===== src/rtl/ttmc_pkg.sv =====
// ----------------------------------------------------------------------------
// ttmc_pkg - shared types and constants
// Word formats, sorter cell types, controller states and register indexes.
// ----------------------------------------------------------------------------
package ttmc_pkg;

  localparam int ADC_W  = 12;
  localparam int GAIN_W = 16;
  localparam int OFS_W  = 12;
  localparam int XY_W   = 16;
  localparam int IDX_W  = 3;
  localparam int CFG_W  = 16;
  localparam int FRAC_W = 14;

  // configuration register indexes
  localparam logic [IDX_W-1:0] REG_X_GAIN   = 3'd0;
  localparam logic [IDX_W-1:0] REG_X_OFFSET = 3'd1;
  localparam logic [IDX_W-1:0] REG_Y_GAIN   = 3'd2;
  localparam logic [IDX_W-1:0] REG_Y_OFFSET = 3'd3;
  localparam logic [IDX_W-1:0] REG_AGREE    = 3'd4;

  // register reset values
  localparam logic [GAIN_W-1:0]       X_GAIN_RST   = 16'd4245;
  localparam logic signed [OFS_W-1:0] X_OFFSET_RST = -12'sd20;
  localparam logic [GAIN_W-1:0]       Y_GAIN_RST   = 16'd2592;
  localparam logic signed [OFS_W-1:0] Y_OFFSET_RST = -12'sd38;
  localparam logic [ADC_W-1:0]        AGREE_RST    = 12'd50;

  // sample groups of one sequence
  localparam logic [1:0] GRP_X1 = 2'd0;
  localparam logic [1:0] GRP_Y1 = 2'd1;
  localparam logic [1:0] GRP_X2 = 2'd2;
  localparam logic [1:0] GRP_Y2 = 2'd3;

  typedef struct packed {
    logic [ADC_W-1:0] adc_sample;
    logic             start_req;
  } in_t;

  typedef struct packed {
    logic                   agree;
    logic [ADC_W-1:0]       x_adc;
    logic [ADC_W-1:0]       y_adc;
    logic signed [XY_W-1:0] x_pos;
    logic signed [XY_W-1:0] y_pos;
  } out_t;

  // one sorter cell: empty cells count as larger than any sample
  typedef struct packed {
    logic             vld;
    logic [ADC_W-1:0] val;
  } cell_t;

  typedef struct packed {
    logic ins;    // insert the broadcast sample
    logic first;  // first sample of a group: empty the chain
    logic shift;  // move every cell one place up
  } cell_ctl_t;

  typedef enum logic [2:0] {
    S_FILL,
    S_DRAIN,
    S_DSTART,
    S_DIV,
    S_CAL1,
    S_CAL2,
    S_OUT
  } state_t;

endpackage


===== src/rtl/ttmc_cell.sv =====
// ----------------------------------------------------------------------------
// ttmc_cell - insertion sorter cell
// Holds one sample; the chain stays sorted ascending from the head cell.
// ----------------------------------------------------------------------------
module ttmc_cell (
  input  logic              clk,
  input  logic              rst,
  input  logic              head,
  input  ttmc_pkg::cell_ctl_t ctl,
  input  logic [11:0]       sample,
  input  ttmc_pkg::cell_t   prev,
  output ttmc_pkg::cell_t   cur
);
  import ttmc_pkg::*;

  cell_t held;
  cell_t held_next;
  logic  prev_gt;
  logic  me_gt;

  // an empty lower neighbour is larger than anything (never for the head)
  assign prev_gt = head ? 1'b0 : (!prev.vld || (prev.val > sample));
  assign me_gt   = !held.vld || (held.val > sample);

  always_comb begin
    held_next = held;
    if (ctl.shift) begin
      held_next = prev;
    end else if (ctl.ins) begin
      if (ctl.first) begin
        held_next.vld = head;
        held_next.val = sample;
      end else if (prev_gt) begin
        held_next = prev;
      end else if (me_gt) begin
        held_next.vld = 1'b1;
        held_next.val = sample;
      end
    end
  end

  always_ff @(posedge clk) begin
    held.val <= held_next.val;
    if (rst) begin
      held.vld <= 1'b0;
    end else begin
      held.vld <= held_next.vld;
    end
  end

  assign cur = held;

endmodule


===== src/rtl/ttmc_div.sv =====
// ----------------------------------------------------------------------------
// ttmc_div - division by a fixed divisor
// Reciprocal multiply and shift, exact for any NW-bit dividend; the quotient
// is registered and ready, with done, in the cycle after start.
// ----------------------------------------------------------------------------
module ttmc_div #(
  parameter int NW  = 17,
  parameter int DIV = 2
) (
  input  logic          clk,
  input  logic          rst,
  input  logic          start,
  input  logic [NW-1:0] dividend,
  output logic [NW-1:0] quotient,
  output logic          done
);
  // shift of NW + ceil(log2 DIV) keeps the rounded-up reciprocal exact
  localparam int     SH    = NW + $clog2(DIV);
  localparam int     MW    = NW + 1;
  localparam longint RECIP = ((longint'(1) << SH) + longint'(DIV) - 1) / longint'(DIV);
  localparam logic [MW-1:0] RECIP_V = MW'(RECIP);

  logic [NW+MW-1:0] prod;

  always_ff @(posedge clk) begin
    if (start) begin
      prod <= {{MW{1'b0}}, dividend} * {{NW{1'b0}}, RECIP_V};
    end
  end

  always_ff @(posedge clk) begin
    if (rst) begin
      done <= 1'b0;
    end else begin
      done <= start;
    end
  end

  assign quotient = NW'(prod >> SH);

endmodule


===== src/rtl/ttmc_calib.sv =====
// ----------------------------------------------------------------------------
// ttmc_calib - linear position calibration
// gain * adc in Q2.14 plus offset, truncated toward zero, saturated; 2 stages.
// ----------------------------------------------------------------------------
module ttmc_calib (
  input  logic               clk,
  input  logic [15:0]        gain,
  input  logic signed [11:0] offset,
  input  logic [11:0]        adc,
  output logic signed [15:0] pos
);
  import ttmc_pkg::*;

  localparam int TW = 31;

  logic [27:0]        prod;
  logic signed [11:0] ofs_q;
  logic signed [TW-1:0] tot;
  logic signed [TW-1:0] adj;
  logic signed [16:0]   q;
  logic signed [15:0]   sat;

  always_ff @(posedge clk) begin
    prod  <= gain * adc;
    ofs_q <= offset;
  end

  always_comb begin
    tot = $signed({3'b000, prod}) + $signed({{5{ofs_q[11]}}, ofs_q, {FRAC_W{1'b0}}});
    // negative totals round toward zero
    adj = tot[TW-1] ? tot + TW'(16383) : tot;
    q   = adj[TW-1:FRAC_W];
    if (q[16] != q[15]) begin
      sat = q[16] ? 16'sh8000 : 16'sh7fff;
    end else begin
      sat = q[15:0];
    end
  end

  always_ff @(posedge clk) begin
    pos <= sat;
  end

endmodule


===== src/rtl/touch_trimmed_mean_calibrate.sv =====
// ----------------------------------------------------------------------------
// touch_trimmed_mean_calibrate - touch sample trimmed mean and calibration
// Throughput: within a group one word is taken per cycle; after each group's
//   last word input stalls while the cell chain drains, the divider is started
//   and the reciprocal divide completes.
// After the fourth group input further stalls through the calibration states
//   and the load of the result into the output register.
// Input also stalls while a new result waits on a full output register.
// Reset (rst, synchronous): chain emptied, sequence restarts, registers default.
// ----------------------------------------------------------------------------
module touch_trimmed_mean_calibrate #(
  parameter int SAMPLES = 10,
  parameter int TRIM    = 4
) (
  input  logic                clk,
  input  logic                rst,
  // sample words
  input  logic                in_valid,
  output logic                in_stall,
  input  ttmc_pkg::in_t       in_data,
  // result words
  output logic                out_valid,
  input  logic                out_stall,
  output ttmc_pkg::out_t      out_data,
  // register writes
  input  logic                cfg_valid,
  output logic                cfg_ready,
  input  logic [2:0]          cfg_index,
  input  logic [15:0]         cfg_data
);
  import ttmc_pkg::*;

  // trim is clipped so that at least one sample survives
  localparam int EFF_TRIM = (2 * TRIM >= SAMPLES) ? ((SAMPLES - 1) / 2) : TRIM;
  localparam int KEPT     = SAMPLES - 2 * EFF_TRIM;
  localparam int SUM_W    = $clog2(SAMPLES * 4095 + 1);
  localparam int PW       = $clog2(SAMPLES);
  localparam logic [PW-1:0] LAST_POS  = PW'(SAMPLES - 1);
  localparam logic [PW-1:0] KEEP_LO   = PW'(EFF_TRIM);
  localparam logic [PW-1:0] KEEP_LAST = PW'(SAMPLES - EFF_TRIM - 1);

  // configuration registers
  logic [GAIN_W-1:0]       x_gain;
  logic signed [OFS_W-1:0] x_offset;
  logic [GAIN_W-1:0]       y_gain;
  logic signed [OFS_W-1:0] y_offset;
  logic [ADC_W-1:0]        agree_range;

  // control state
  state_t          state;
  state_t          state_next;
  logic [PW-1:0]   pos;
  logic [1:0]      grp;
  logic [PW-1:0]   dcnt;

  // datapath
  logic [SUM_W-1:0] acc;
  logic [ADC_W-1:0] first_x;
  logic [ADC_W-1:0] first_y;
  logic [ADC_W-1:0] second_x;
  logic [ADC_W-1:0] x_avg;
  logic [ADC_W-1:0] y_avg;
  logic             agree;

  logic             in_acc;
  logic [PW-1:0]    cur_pos;
  logic [1:0]       cur_grp;
  cell_ctl_t        ctl;
  cell_t            chain [SAMPLES+1];
  logic             div_start;
  logic             div_done;
  logic [SUM_W-1:0] quo;
  logic [ADC_W-1:0] mean;
  logic [ADC_W-1:0] dx;
  logic [ADC_W-1:0] dy;
  logic [ADC_W:0]   sx;
  logic [ADC_W:0]   sy;
  logic signed [XY_W-1:0] x_cal;
  logic signed [XY_W-1:0] y_cal;

  // output register
  logic             res_load;
  logic             out_full;
  out_t             out_word;
  out_t             out_word_next;

  // ---------------------------------------------------------------------------
  // Register port: always ready, unknown indexes dropped
  // ---------------------------------------------------------------------------
  assign cfg_ready = 1'b1;

  always_ff @(posedge clk) begin
    if (rst) begin
      x_gain      <= X_GAIN_RST;
      x_offset    <= X_OFFSET_RST;
      y_gain      <= Y_GAIN_RST;
      y_offset    <= Y_OFFSET_RST;
      agree_range <= AGREE_RST;
    end else if (cfg_valid && cfg_ready) begin
      case (cfg_index)
        REG_X_GAIN:   x_gain      <= cfg_data;
        REG_X_OFFSET: x_offset    <= cfg_data[OFS_W-1:0];
        REG_Y_GAIN:   y_gain      <= cfg_data;
        REG_Y_OFFSET: y_offset    <= cfg_data[OFS_W-1:0];
        REG_AGREE:    agree_range <= cfg_data[ADC_W-1:0];
        default: ;
      endcase
    end
  end

  // ---------------------------------------------------------------------------
  // Sequencing: a restart request makes this word the first X sample
  // ---------------------------------------------------------------------------
  assign in_acc  = in_valid && !in_stall;
  assign cur_pos = in_data.start_req ? '0 : pos;
  assign cur_grp = in_data.start_req ? GRP_X1 : grp;

  always_comb begin
    state_next = state;
    case (state)
      S_FILL:   if (in_acc && cur_pos == LAST_POS) state_next = S_DRAIN;
      S_DRAIN:  if (dcnt == LAST_POS) state_next = S_DSTART;
      S_DSTART: state_next = S_DIV;
      S_DIV:    if (div_done) state_next = (grp == GRP_Y2) ? S_CAL1 : S_FILL;
      S_CAL1:   state_next = S_CAL2;
      S_CAL2:   state_next = S_OUT;
      S_OUT:    if (res_load) state_next = S_FILL;
      default:  state_next = S_FILL;
    endcase
  end

  // S_OUT waits only while the output register still holds an untaken word
  always_comb begin
    in_stall  = (state != S_FILL);
    out_valid = out_full;
    res_load  = (state == S_OUT) && (!out_full || !out_stall);
    div_start = (state == S_DSTART);
    ctl.ins   = in_valid && (state == S_FILL);
    ctl.first = in_valid && (state == S_FILL) && (cur_pos == '0);
    ctl.shift = (state == S_DRAIN);
  end

  always_ff @(posedge clk) begin
    if (rst) begin
      state <= S_FILL;
      pos   <= '0;
      grp   <= GRP_X1;
      dcnt  <= '0;
    end else begin
      state <= state_next;
      if (in_acc) begin
        grp <= cur_grp;
        pos <= (cur_pos == LAST_POS) ? '0 : cur_pos + 1'b1;
      end
      if (state == S_DRAIN) begin
        dcnt <= (dcnt == LAST_POS) ? '0 : dcnt + 1'b1;
      end
      if (state == S_DIV && div_done) begin
        grp <= (grp == GRP_Y2) ? GRP_X1 : grp + 1'b1;
      end
    end
  end

  // ---------------------------------------------------------------------------
  // Sorter chain: head is cell 0 (smallest); the drain shifts upwards and
  // reads the top cell, so the kept window is symmetric either way round
  // ---------------------------------------------------------------------------
  assign chain[0] = '0;

  for (genvar i = 0; i < SAMPLES; i++) begin : g_cell
    ttmc_cell u_cell (
      .clk    (clk),
      .rst    (rst),
      .head   (i == 0),
      .ctl    (ctl),
      .sample (in_data.adc_sample),
      .prev   (chain[i]),
      .cur    (chain[i+1])
    );
  end

  always_ff @(posedge clk) begin
    if (in_acc && cur_pos == LAST_POS) begin
      acc <= '0;
    end else if (state == S_DRAIN && dcnt >= KEEP_LO && dcnt <= KEEP_LAST) begin
      acc <= acc + SUM_W'(chain[SAMPLES].val);
    end
  end

  // ---------------------------------------------------------------------------
  // Mean of the kept samples
  // ---------------------------------------------------------------------------
  ttmc_div #(
    .NW  (SUM_W),
    .DIV (KEPT)
  ) u_div (
    .clk      (clk),
    .rst      (rst),
    .start    (div_start),
    .dividend (acc),
    .quotient (quo),
    .done     (div_done)
  );

  assign mean = quo[ADC_W-1:0];

  // agreement check and pair averages, once the second Y mean is in
  assign dx = (first_x > second_x) ? first_x - second_x : second_x - first_x;
  assign dy = (first_y > mean) ? first_y - mean : mean - first_y;
  assign sx = {1'b0, first_x} + {1'b0, second_x};
  assign sy = {1'b0, first_y} + {1'b0, mean};

  always_ff @(posedge clk) begin
    if (state == S_DIV && div_done) begin
      case (grp)
        GRP_X1: first_x  <= mean;
        GRP_Y1: first_y  <= mean;
        GRP_X2: second_x <= mean;
        default: begin
          agree <= (dx < agree_range) && (dy < agree_range);
          x_avg <= sx[ADC_W:1];
          y_avg <= sy[ADC_W:1];
        end
      endcase
    end
  end

  // ---------------------------------------------------------------------------
  // Calibration, two stages per axis
  // ---------------------------------------------------------------------------
  ttmc_calib u_cal_x (
    .clk    (clk),
    .gain   (x_gain),
    .offset (x_offset),
    .adc    (x_avg),
    .pos    (x_cal)
  );

  ttmc_calib u_cal_y (
    .clk    (clk),
    .gain   (y_gain),
    .offset (y_offset),
    .adc    (y_avg),
    .pos    (y_cal)
  );

  // result word: all fields zero when the readings disagree
  always_comb begin
    out_word_next.agree = agree;
    out_word_next.x_adc = agree ? x_avg : '0;
    out_word_next.y_adc = agree ? y_avg : '0;
    out_word_next.x_pos = agree ? x_cal : '0;
    out_word_next.y_pos = agree ? y_cal : '0;
  end

  // output register frees the sample side while a word waits downstream
  always_ff @(posedge clk) begin
    if (rst) begin
      out_full <= 1'b0;
    end else if (res_load) begin
      out_full <= 1'b1;
    end else if (!out_stall) begin
      out_full <= 1'b0;
    end
  end

  always_ff @(posedge clk) begin
    if (res_load) begin
      out_word <= out_word_next;
    end
  end

  assign out_data = out_word;

endmodule


===== config.mk =====
export PLATFORM = sky130hd
export DESIGN_NAME = touch_trimmed_mean_calibrate
export DESIGN_NICKNAME = d
export VERILOG_FILES = /design/src/rtl/ttmc_pkg.sv /design/src/rtl/ttmc_cell.sv /design/src/rtl/ttmc_div.sv /design/src/rtl/ttmc_calib.sv /design/src/rtl/touch_trimmed_mean_calibrate.sv
export SDC_FILE = /design/constraint.sdc
export NUM_CORES = 2
export LEC_CHECK = 0
export ABC_AREA = 1
export BUFFER_PORTS_ARGS = -buffer_cell sky130_fd_sc_hd__buf_2
export CAP_MARGIN = 10
export CORE_ASPECT_RATIO = 1.2
export CORE_MARGIN = 2
export CORE_UTILIZATION = 55
export CTS_CLUSTER_SIZE = 12
export DETAILED_ROUTE_END_ITERATION = 16
export PLACE_DENSITY = 0.72
export SLEW_MARGIN = 10
export SYNTH_ARGS = -nofsm -noshare
export SYNTH_HDL_FRONTEND = slang
export SYNTH_SLANG_ARGS = --single-unit
export TNS_END_PERCENT = 20

===== constraint.sdc =====
create_clock -name clk -period 5.12 [get_ports clk]
set_input_delay 0.512 -clock clk [delete_from_list [all_inputs] [get_ports clk]]
set_output_delay 0.512 -clock clk [all_outputs]
set_load 0.01 [all_outputs]

---- Word level (Yosys, flattened, before mapping) ----
Index checks and enable logic that the tools add are counted.
word-level totals
  input bits .............................. 37
  bits in registers ....................... 472
  bits in latches ......................... 0
  ROM bits ................................ 0
  logic and storage cells ................. 249
  memories kept ........................... 0
  RAM bits ................................ 0
operators by class
  div/mod/pow operators ................... 0
  reductions and logical operators ........ 74
  bitwise operators ....................... 1
  order comparisons ....................... 16
  $mul .................................... 2
  shifts and indexed selects .............. 0
  eq/ne operators ......................... 22
  $add $sub $neg .......................... 14
  muxes and demuxes ....................... 70
operators by type and width
  kind                                            count
  two-way mux 13 bit                              47
  > comparator 12 bit                             12
  two-way mux 16 bit                              4
  adder 31 x 15 -> 31 bit, second input constant  2
  two-way mux 31 bit                              2
  adder 29 x 26 -> 30 bit                         2
  multiplier 16 x 12 -> 28 bit                    2
  subtractor 12 bit                               4
  AND reduction 2 bit                             20
  nonzero test 4 bit                              9
  adder 12 x 12 -> 13 bit                         2
  < comparator 12 bit                             2
  two-way mux 12 bit                              2
  case mux 3 bit (7 select lines)                 1
  adder 16 x 12 -> 16 bit                         1
  two-way mux 3 bit                               5
  zero test 1 bit                                 13
  == test 3 x 2 -> 1 bit, second input constant   4
  == test 3 bit, second input constant            4
  two-way mux 4 bit                               3
  logical OR 1 bit                                11
  logical AND 1 bit                               9
  adder 4 x 1 -> 4 bit, second input constant     2
  == test 4 bit, second input constant            2
  20 further kinds                                34

---- Longest topological paths before layout ----
  word-level depth ........................ 7
  depth in mapped cells ................... 25
  mapped depth without buffers ............ 23

---- Hierarchy ----
A second synthesis with hierarchy kept.
second synthesis, totals
  cell total of the unflattened synthesis .. 5876
  area, all modules ....................... 45095.8 µm²
by module, submodules not included
  module                        area each (µm²)  cells an instance  sequential area each (µm²)  times used
  ttmc_cell                     1353.8           171                380.4                       10
  touch_trimmed_mean_calibrate  13377.8          1759               5505.3                      1
  ttmc_calib at u_cal_y         8869.8           1197               1121.1                      1
  ttmc_calib at u_cal_x         8818.5           1190               1121.1                      1
  ttmc_div                      491.7            20                 470.5                       1

---- Worst setup path after synthesis ----
OpenSTA, ideal clock, no wires.
  path type ............................... flip-flop to flip-flop
  start point ............................. reg y_avg[9]
  end point ............................... reg u_cal_y.prod[20]
  setup slack ............................. 0.132 ns
  cell stages (with the launch flop) ...... 19
  period minus slack after synthesis ...... 4.988 ns
  library setup time ...................... 0.127 ns
  arrival ................................. 4.862 ns
  path buffers ............................ 2
  cell sequence ........................... edfxtp_1 clkbuf_1 clkbuf_1 nand2_1 fa_1 fa_1 inv_1 fa_1 fa_1 inv_1 fa_1 inv_1 ha_1 a21o_1 a21oi_1 o21bai_1 a21oi_1 o21ai_0 xor2_1
on the way
  longest elaborated chain between the ends .. 1
ends and longest elaborated chain
  item                          line                                 text
  start: declaration            touch_trimmed_mean_calibrate.sv:62   logic [ADC_W-1:0] y_avg;
  start signal: assignment      touch_trimmed_mean_calibrate.sv:222  y_avg <= sy[ADC_W:1];
  multiplier 16 x 12 -> 28 bit  ttmc_calib.sv:24                     prod <= gain * adc;
  end signal: assignment        ttmc_calib.sv:24
  end: declaration              ttmc_calib.sv:16                     logic [27:0] prod;
No other way between the ends.
A chain may end at the register's enable or synchronous reset.

---- Worst setup path after layout ----
  start point ............................. reg y_avg[7]
  end point ............................... reg u_cal_y.prod[20]
The elaborated chain is that of the path after synthesis.

==> results.py <==
metrics = {
    "final_layout": {
        "stdcell_count": 5947,
        "area_growth_pct": 9.780,
        "design_area_mm2": 0.04240,
        "nets": 5704,
        "antennaDiodeCount": 0,
        "drive_gt1_share_pct": 7.298,
        "fillCellCount": 6206,
    },
    "power_and_ir_drop": {
        "clkPwrFrac_pct": 21.2,
        "seq_power_share_pct": 34.7,
        "p_sw_w": 0.006979,
        "intPower_w": 0.01010,
        "p_leak_nw": 22.28,
        "ir_drop_mv": 0.3704,
        "swShare_pct": 40.86,
        "p_comb_share_pct": 44.1,
        "p_total_w": 0.01708,
        "p_per_area_mw_per_mm2": 402.8,
    },
    "routing": {
        "drtAntennaViolNets": 0,
        "vias": 31050,
        "drt_pre_antenna_iters": 5,
        "drtIter0Drc": 1747,
        "post-route-drc-count": 0,
        "vias_per_cell": 5.221,
        "wl_per_cell_um": 15.88,
        "wl_mm": 94.44,
    },
    "place": {
        "hpwl_mm": 74.43,
        "postPlaceCellArea_mm2": 0.04039,
        "port_buffers": 95,
        "dp.cells": 5820,
        "gp_congestion": 0.9475,
    },
    "sta": {
        "rsz0062_at_grt": "yes",
        "worst_pin_slew_ns": 1.025,
        "slew_headroom_pct": 31.16,
        "fmax_ghz": 0.2010,
        "setup_violations": 0,
        "clock_skew_ns": 0.03411,
        "timing.final.crit_share_pct": 97.16,
        "hold_viol": 0,
        "fin_crit_ns": 4.975,
        "slew_violations": 0,
    },
    "floorplan": {
        "die_w_um": 245.9,
        "core_mm2": 0.06963,
        "initial_core_util_pct": 55.47,
        "die_area_mm2": 0.07237,
        "num_rows": 106,
        "die_height_um": 294.3,
        "io-pin-count": 97,
    },
    "setup_path": {
        "crit_type": "register to register",
        "arrival_ns": 5.45,
        "crit_path_max_fanout": 6,
        "cp-start-kind": "register",
        "reg2reg_setup_slack_ns": 0.15,
        "cp.required_ns": 5.59,
        "end_kind": "register",
    },
    "clocking": {
        "cts_tree": "built",
        "hold_buffers": 0,
        "clk_pin_slew_ns": 0.06,
        "htree_levels": 2,
        "ctsLongestPathBuffers": 3,
        "clk_latency_ns": 0.62,
        "root_buffer": "clkbuf_16",
        "cts_buffers": 51,
        "cts.sinks": 468,
    },
    "synth": {
        "ys_seq_elements": 468,
        "async_flop_share_pct": 0,
        "ys_warn_count": 0,
        "synth_area_mm2": 0.03862,
        "synthesis.nets": 5573,
        "yosys_most_used_dff": "edfxtp_1",
        "synthTopCellsByArea": "edfxtp_1 (19%), fa_1 (15%), ha_1 (13%), dfxtp_1 (12%), nand2_1 (12%)",
        "syn_inst": 4856,
        "synth_cell_type_count": 51,
        "synth_top_area_share_pct": 18.50,
        "ys_seq_area_share_pct": 30.43,
        "synth.avg_cell_area_um2": 7.953,
        "synth_edf_count": 238,
        "yosys.area.top_type": "edfxtp_1",
    },
    "global_routing": {
        "grt_pass1_vias": 31330,
        "grt_start_max_net_pins": 76,
        "grt_pass1_wl_mm": 153.3,
        "grt_usage_pct": 26.39,
        "grt_overflow_total": 0,
        "antenna_found_initial": 3,
    },
    "run": {
        "drv_cap": 0,
    },
    "outcome": {
        "outcome": "finished clean",
    },
    "hold_path": {
        "min_path_type": "input port to register",
    },
}
==> synth_stat cells (9+ instances only) <==
library cell / number
nand2_1: 1213
inv_1: 954
ha_1: 391
nor2_1: 363
a21oi_1: 331
fa_1: 289
edfxtp_1: 238
dfxtp_1: 230
nand3_1: 190
o21ai_0: 140
clkbuf_1: 106
xor2_1: 100
nand4_1: 48
buf_2: 33
o21bai_1: 32
nor3_1: 31
xnor2_1: 27
o21a_1: 14
clkinv_1: 12
buf_4: 9
==> timing repair <==
action | CTS | global route
setup buffers | 0 | 32
gates resized for setup | 0 | 32
hold endpoints to repair | 0 | 0
setup endpoints to repair | 0 | 30
==> flip-flops by register name (all words and copies together) (netlist names), 3 cells and up <==
| name | flops |
|---|---|
| dcnt | 4 |
| acc | 13 |
| second_x | 12 |
| out_data | 57 |
| first_y | 12 |
| u_cal_y.prod | 28 |
| first_x | 12 |
| g_cell.u_cell.cur | 130 |
| agree_range | 12 |
| x_avg | 12 |
| state | 3 |
| y_offset | 12 |
| x_gain | 16 |
| y_gain | 16 |
| u_cal_y.pos | 16 |
| u_cal_x.prod | 28 |
| pos | 4 |
| y_avg | 12 |
| x_offset | 12 |
| u_cal_x.pos | 16 |
| u_div.prod | 12 |
| u_cal_x.ofs_q | 12 |
| u_cal_y.ofs_q | 12 |
==> layer usage <==
metal | global-route usage, % | share of wire (%)
met1 | 30.40 | 39
met2 | 49.63 | 52
met3 | 2.978 | 5.0
met4 | 10.14 | 4.1
met5 | 0 | 0.028
==> worst max-delay path: stages, from the launching register on <==
cell and delay [ns]:
edfxtp_1 0.51, buf_4 0.19, nand2_1 0.05, inv_1 0.05
fa_1 0.49, inv_1 0.05, fa_1 0.48, inv_1 0.05
fa_1 0.50, fa_1 0.54, inv_1 0.05, fa_1 0.53
inv_1 0.04, ha_1 0.36, a21o_1 0.21, a21oi_2 0.19
o21bai_1 0.12, a21oi_2 0.15, o21ai_0 0.11, xor2_1 0.15
==> placed cells by master, fill, tap and decap left out, drive strengths merged, types with 8 or more instances in the layout <==
cell / count
nor3: 32
xor2: 100
buf: 231
nand4: 48
a21oi: 335
nand3b: 9
edfxtp: 238
o21ai: 147
dfxtp: 230
o21a: 14
xnor2: 27
clkbuf: 81
clkinv: 20
inv: 965
nand3: 190
nand2: 1214
ha: 391
nor2: 370
o21bai: 32
o2111ai: 8
fa: 289
==> worst paths after layout <==
kind,start,endpoint,depth (start not counted)
max reg2reg,y_avg[7],u_cal_y.prod[20],19
min,cfg_data[12],x_gain[12],3
min reg2reg,x_offset[8],u_cal_x.ofs_q[8],0
max,y_avg[7],u_cal_y.prod[20],19
==> cell families (layout without fill, tap and decap cells) <==
group           count (synthesis)  after routing  synth area share, %
simple gates                 1876           1876                19.64
buf+inv                      1128           1301                11.18
fa+ha+maj                     680            680                27.65
compound gates                576            576                8.212
flops                         468            468                30.43
xor+xnor                      127            127                2.880
other cells                     1              1             0.009709
==> power by group through the flow <==
stage          combinational [W]  clock [W]  sequential (W)
2_1_floorplan            0.00587          0         0.00571
5_1_grt                  0.00869    0.00383         0.00601
6_report                 0.00753    0.00362         0.00593
3_3_place_gp             0.00727          0         0.00600
3_5_place_dp             0.00746          0         0.00600
4_1_cts                  0.00751    0.00368         0.00594
==> metrics by stage <==
step | utilization [%] | setup slack [ns] | setup TNS (ns) | hold slack, ns
global placement | 58.00 | 0.1273 | 0 | 0.3335
floorplan | - | 0.1316 | 0 | 0.3259
detailed placement | 58.00 | 0.03076 | 0 | 0.3324
CTS | 60.36 | 0.02014 | 0 | 0.1159
finish | 60.89 | 0.1453 | 0 | 0.1438
global route | 60.89 | -0.01637 | -0.04196 | 0.1511
==> area by class of cell <==
cell class                      count  area, um^2  share of cell area [%]
Clock inverter                     16       133.9                  0.3158
Clock buffer                       79        1504                   3.547
Timing Repair Buffer              233        1573                   3.709
Sequential cell                   468       11770                   27.75
Tap cell                          918        1149                   2.709
Multi-Input combinational cell   3260       22620                   53.34
Inverter                          973        3655                   8.620
(Power assumes the default switching activity.)
